$ cat src/design/ssa_pkg.sv
package ssa_pkg;

    localparam int MAX_SKETCH = 256;
    localparam int MAX_DIM    = 128;
    localparam int MAX_KEYS   = 64;
    localparam int KV_HEADS   = 4;

    localparam int ACC_W      = 24;
    localparam int SUM_W      = 38;
    localparam int NORM_W     = 20;
    localparam int LANE_W     = 32;
    localparam int COL_W      = 7;
    localparam int KADDR_W    = 8;
    localparam int KWORD_W    = MAX_SKETCH + NORM_W;

    localparam int NUMER_W    = 64;
    localparam int QUO_W      = 59;
    localparam int REM_W      = 24;
    localparam int CNT_W      = 6;
    localparam int SQRT_STEPS = 19;
    localparam int DIV_STEPS  = 59;

    typedef enum logic [1:0] {
        FN_PROJ  = 2'd0,
        FN_KEY   = 2'd1,
        FN_QUERY = 2'd2,
        FN_NONE  = 2'd3
    } func_t;

    typedef enum logic [2:0] {
        CFG_SKETCH_BITS   = 3'd0,
        CFG_VECTOR_LENGTH = 3'd1,
        CFG_QUERY_HEADS   = 3'd2,
        CFG_SHARED_HEADS  = 3'd3,
        CFG_SCORE_SCALE   = 3'd4,
        CFG_KEYS_IN_USE   = 3'd5
    } cfg_idx_t;

    typedef enum logic [3:0] {
        ST_IDLE,
        ST_ACC,
        ST_SQ_START,
        ST_SQ_RUN,
        ST_KREAD,
        ST_HAM,
        ST_MUL1,
        ST_MUL2,
        ST_MUL3,
        ST_DIV_START,
        ST_DIV_RUN,
        ST_EMIT
    } state_t;

    typedef struct packed {
        logic               start;
        logic               sqrt;
        logic [NUMER_W-1:0] numer;
        logic [3:0]         divisor;
    } iter_ctrl_t;

    typedef struct packed {
        logic             busy;
        logic             done;
        logic [QUO_W-1:0] quo;
    } iter_stat_t;

endpackage

$ cat src/design/ssa_iter_unit.sv
module ssa_iter_unit
    import ssa_pkg::*;
(
    input  logic       clk,
    input  logic       rst_n,
    input  iter_ctrl_t ctrl,
    output iter_stat_t stat
);

    logic               busy_reg, busy_next;
    logic               done_reg, done_next;
    logic               sqrt_reg, sqrt_next;
    logic [NUMER_W-1:0] num_reg, num_next;
    logic [REM_W-1:0]   rem_reg, rem_next;
    logic [QUO_W-1:0]   quo_reg, quo_next;
    logic [CNT_W-1:0]   cnt_reg, cnt_next;
    logic [3:0]         div_reg, div_next;

    logic [REM_W-1:0]   shifted;
    logic [REM_W-1:0]   trial;
    logic               ge;

    // shared shift / compare / subtract step: restoring root or division
    always_comb
    begin
        shifted = sqrt_reg ? {rem_reg[REM_W-3:0], num_reg[NUMER_W-1 -: 2]}
                           : {rem_reg[REM_W-2:0], num_reg[NUMER_W-1]};
        trial   = sqrt_reg ? {quo_reg[REM_W-3:0], 2'b01}
                           : {{(REM_W-4){1'b0}}, div_reg};
        ge      = shifted >= trial;

        busy_next = busy_reg;
        done_next = 1'b0;
        sqrt_next = sqrt_reg;
        num_next  = num_reg;
        rem_next  = rem_reg;
        quo_next  = quo_reg;
        cnt_next  = cnt_reg;
        div_next  = div_reg;

        if (ctrl.start)
        begin
            busy_next = 1'b1;
            sqrt_next = ctrl.sqrt;
            num_next  = ctrl.numer;
            rem_next  = '0;
            quo_next  = '0;
            cnt_next  = ctrl.sqrt ? CNT_W'(SQRT_STEPS) : CNT_W'(DIV_STEPS);
            div_next  = ctrl.divisor;
        end
        else if (busy_reg)
        begin
            rem_next = ge ? shifted - trial : shifted;
            quo_next = {quo_reg[QUO_W-2:0], ge};
            num_next = sqrt_reg ? {num_reg[NUMER_W-3:0], 2'b00}
                                : {num_reg[NUMER_W-2:0], 1'b0};
            cnt_next = cnt_reg - 1'b1;
            if (cnt_reg == CNT_W'(1))
            begin
                busy_next = 1'b0;
                done_next = 1'b1;
            end
        end
    end

    always_ff @(posedge clk or negedge rst_n)
    begin
        if (!rst_n)
        begin
            busy_reg <= 1'b0;
            done_reg <= 1'b0;
            cnt_reg  <= '0;
        end
        else
        begin
            busy_reg <= busy_next;
            done_reg <= done_next;
            cnt_reg  <= cnt_next;
        end
    end

    always_ff @(posedge clk)
    begin
        sqrt_reg <= sqrt_next;
        num_reg  <= num_next;
        rem_reg  <= rem_next;
        quo_reg  <= quo_next;
        div_reg  <= div_next;
    end

    assign stat.busy = busy_reg;
    assign stat.done = done_reg;
    assign stat.quo  = quo_reg;

    a_no_restart: assert property (@(posedge clk) disable iff (!rst_n)
        ctrl.start |-> !busy_reg)
        else $error("iterative unit started while busy");

    a_done_after_busy: assert property (@(posedge clk) disable iff (!rst_n)
        done_reg |-> $past(busy_reg) && !busy_reg)
        else $error("done without a running operation");

    a_root_width: assert property (@(posedge clk) disable iff (!rst_n)
        done_reg && sqrt_reg |-> quo_reg[QUO_W-1:NORM_W] == '0)
        else $error("root wider than a norm");

endmodule
$ cat config.mk
export PLATFORM = sky130hd
export DESIGN_NAME = ssa_iter_unit
export DESIGN_NICKNAME = d
export VERILOG_FILES = /design/src/design/ssa_pkg.sv /design/src/design/ssa_iter_unit.sv
export SDC_FILE = /design/constraint.sdc
export NUM_CORES = 1
export LEC_CHECK = 0
export ABC_AREA = 1
export CORE_UTILIZATION = 60
export CTS_CLUSTER_DIAMETER = 150
export DETAILED_ROUTE_END_ITERATION = 16
export DONT_BUFFER_PORTS = 1
export PLACE_DENSITY = 0.8
export SYNTH_ARGS = -nofsm -noshare
export SYNTH_HDL_FRONTEND = slang
export SYNTH_SLANG_ARGS = --single-unit
$ cat constraint.sdc
create_clock -name clk -period 6.4 [get_ports clk]
set_input_delay 0.96 -clock clk [delete_from_list [all_inputs] [get_ports clk]]
set_output_delay 0.96 -clock clk [all_outputs]
set_load 0.02 [all_outputs]
==> flow_metrics.py <==
metrics = {
    "yosys": {
        "netlist_instances": 1155,
        "synth_cell_types": 37,
        "synth-seq-cells": 159,
        "synth-simple-area-share_pct": 26.5,
        "synth.area.mux_share_pct": 0,
        "synth_compound_area_share_pct": 13.9,
        "yosysSeqAreaShare_pct": 44.7,
        "synthXorXnorAreaFrac_pct": 1.00,
        "syn_area_sq_um": 8760,
        "synth_nets": 1254,
        "synth_area_per_cell_sq_um": 7.58,
        "synth_top_family_by_area": "simple AND/OR/NAND/NOR gates",
        "ys_warn_count": 0,
        "synth_top_cell_area_share_pct": 23.7,
        "synth_fa_ha_area_share_pct": 3.94,
        "yosysTopAreaCell": "edfxtp_1",
        "yosys-top-cells-area": "edfxtp_1 24%, dfxtp_1 19%, nand2_1 13%",
    },
    "setup_path": {
        "critPathArrivalTime_ns": 3.76,
        "critPathKind": "reg -> reg",
        "crit_fanout": 50,
        "end_kind": "flop",
        "r2r_cells": 14,
        "crit_path_start_kind": "flop",
        "critPathRequiredTime_ns": 6.77,
    },
    "clock_tree": {
        "cts_tree": "done",
        "hold_buffers": 0,
        "post_cts_resize_count": 0,
        "cts_setup_buffers": 0,
        "root_buffer": "clkbuf_16",
        "cts_htree_levels": 4,
        "clockBufferDepth": 2,
        "cts_sinks": 159,
        "insertion_delay_ns": 0.43,
        "cts_buffers": 17,
        "clk_pin_slew_ns": 0.06,
    },
    "sta": {
        "worst_pin_slew_ns": 1.05,
        "finalSetupViolCount": 0,
        "fmax_mhz": 295,
        "report.final.slew_viol_count": 0,
        "fin_worst_skew_ns": 0.0129,
        "fin_crit_sh_pct": 53.0,
        "setup_tns_ns": 0,
        "period_needed_ns": 3.39,
        "hold_ws_ns": 0.226,
        "relSlewSlack_pct": 29.7,
        "rsz0062_at_grt": "false",
        "hold_viol_final": 0,
    },
    "detailed_routing": {
        "drt_first_pass_iters": 5,
        "vias": 7380,
        "first_iter_violations": 683,
        "drcViolationCount": 0,
        "routedWlPerCell_um": 15.3,
        "antenna_left": 0,
        "via_per_inst": 5.61,
        "routed_wl_um": 20100,
    },
    "status": {
        "status": "finished clean",
    },
    "global_route": {
        "globalRouteTotalUtil_pct": 27.4,
        "grt_pass1_vias": 6723,
        "grt_overflow": 0,
        "grt_pass1_wl_um": 32300,
        "grt_max_degree": 75,
        "antenna_found_initial": 0,
    },
    "floorplanning": {
        "core-area_sq_um": 14000,
        "die_y_um": 123,
        "rows": 43,
        "initial_core_util_pct": 62.4,
        "die-area_sq_um": 15100,
        "io_pins": 133,
        "die_w_um": 123,
    },
    "finish": {
        "fin_nets": 1221,
        "num_antenna_cells": 0,
        "area_growth_pct": 6.76,
        "drive_gt1_share_pct": 9.78,
        "largest_register_ffs": 64,
        "finish.instance_area_sq_um": 9350,
        "nFillCells": 1189,
        "ff_latch_area_sq_um": 3910,
        "layout_commonest_cell": "nand2_1",
        "multi_input_area_sq_um": 3970,
        "final_cell_mix": "293 x nand2_1, 146 x inv_1, 137 x a21oi_1",
    },
    "place": {
        "dpl_cell_area_sq_um": 8750,
        "dp_hpwl_um": 13700,
        "gp_congestion": 0.895,
        "port_buffers": 0,
    },
    "pwr": {
        "ir_drop_uv": 295,
        "finalPower_mw": 3.79,
        "power_density_nw_per_um2": 406,
        "p_leak_nw": 4.07,
    },
    "run": {
        "drv_cap": 0,
    },
    "min_path": {
        "hp-class": "in -> async",
    },
}
[power by group]
group | internal [mW] | total (mW) | switching, mW
Combinational | 0.497 | 1.51 | 1.02
Clock | 0.613 | 1.03 | 0.415
Sequential | 1.18 | 1.25 | 0.0717
[per-stage QoR]
stage	utilization, %	std cells	setup WS [ns]
after global routing	66.6	1315	2.72
after floorplan	-	1155	2.70
final	66.6	1315	3.01
after detailed placement	62.3	1283	3.03
after CTS	66.6	1315	3.00
after global placement	62.3	1283	3.19
[critical path: stages (launching register included)]
cell and delay [ns]:
edfxtp_1 0.40, buf_4 0.29, o21ai_0 0.31, ha_1 0.19, inv_1 0.08, fa_1 0.44, nand3_1 0.13, nand3_2 0.11
nand2_2 0.10, nand2_4 0.07, nand2_2 0.08, nand4_4 0.35, nor2_8 0.55, nand2_1 0.11, nand3_1 0.09
[cells in the mapped netlist (all sizes together)]
| cell type | number |
|---|---|
| a21oi | 138 |
| a22oi | 1 |
| a31oi | 1 |
| and2 | 1 |
| buf | 20 |
| clkbuf | 38 |
| clkinv | 1 |
| dfrtp | 8 |
| dfxtp | 82 |
| edfxtp | 69 |
| fa | 1 |
| ha | 26 |
| inv | 157 |
| nand2 | 326 |
| nand3 | 66 |
| nand3b | 4 |
| nand4 | 12 |
| nor2 | 101 |
| nor3 | 2 |
| nor4 | 1 |
| o21ai | 31 |
| o22ai | 57 |
| or2 | 2 |
| xor2 | 10 |
[cells by family (layout without fill, tap and decap cells)]
kind of cell / Yosys count / after routing
adders and majority gates: 27 / 27
DFF: 159 / 159
AOI/OAI and AO/OA: 228 / 228
xor gates and xnor gates: 10 / 10
and+or+nand+nor: 515 / 515
buffers and inverters: 216 / 196
[per-layer routing]
metal	share of wire, %	global-route usage, %
met5	0	0
met4	1.6	9.45
met3	7.1	7.25
met2	45	40.7
met1	46	38.4
[final timing paths]
| path | slack (ns) | endpoint | start |
|---|---|---|---|
| max | 3.01 | rem_reg[0] | sqrt_reg |
| max reg2reg | 3.01 | rem_reg[0] | sqrt_reg |
| min reg2reg | 0.47 | rem_reg[5] | rem_reg[5] |
| max in group asynchronous | 6.10 | cnt_reg[3] | rst_n |
| min | 0.23 | cnt_reg[5] | rst_n |
| min in group clk | 0.47 | rem_reg[5] | rem_reg[5] |
[area by class of cell]
class | count | area share (%)
clock buffers | 21 | 5.05
clock inverters | 11 | 1.34
inverters | 158 | 6.37
multi-input cells | 780 | 42.5
flip-flops and latches | 159 | 41.9
well taps | 180 | 2.41
repair buffers | 6 | 0.482
Power figures use the tool's default switching activity.
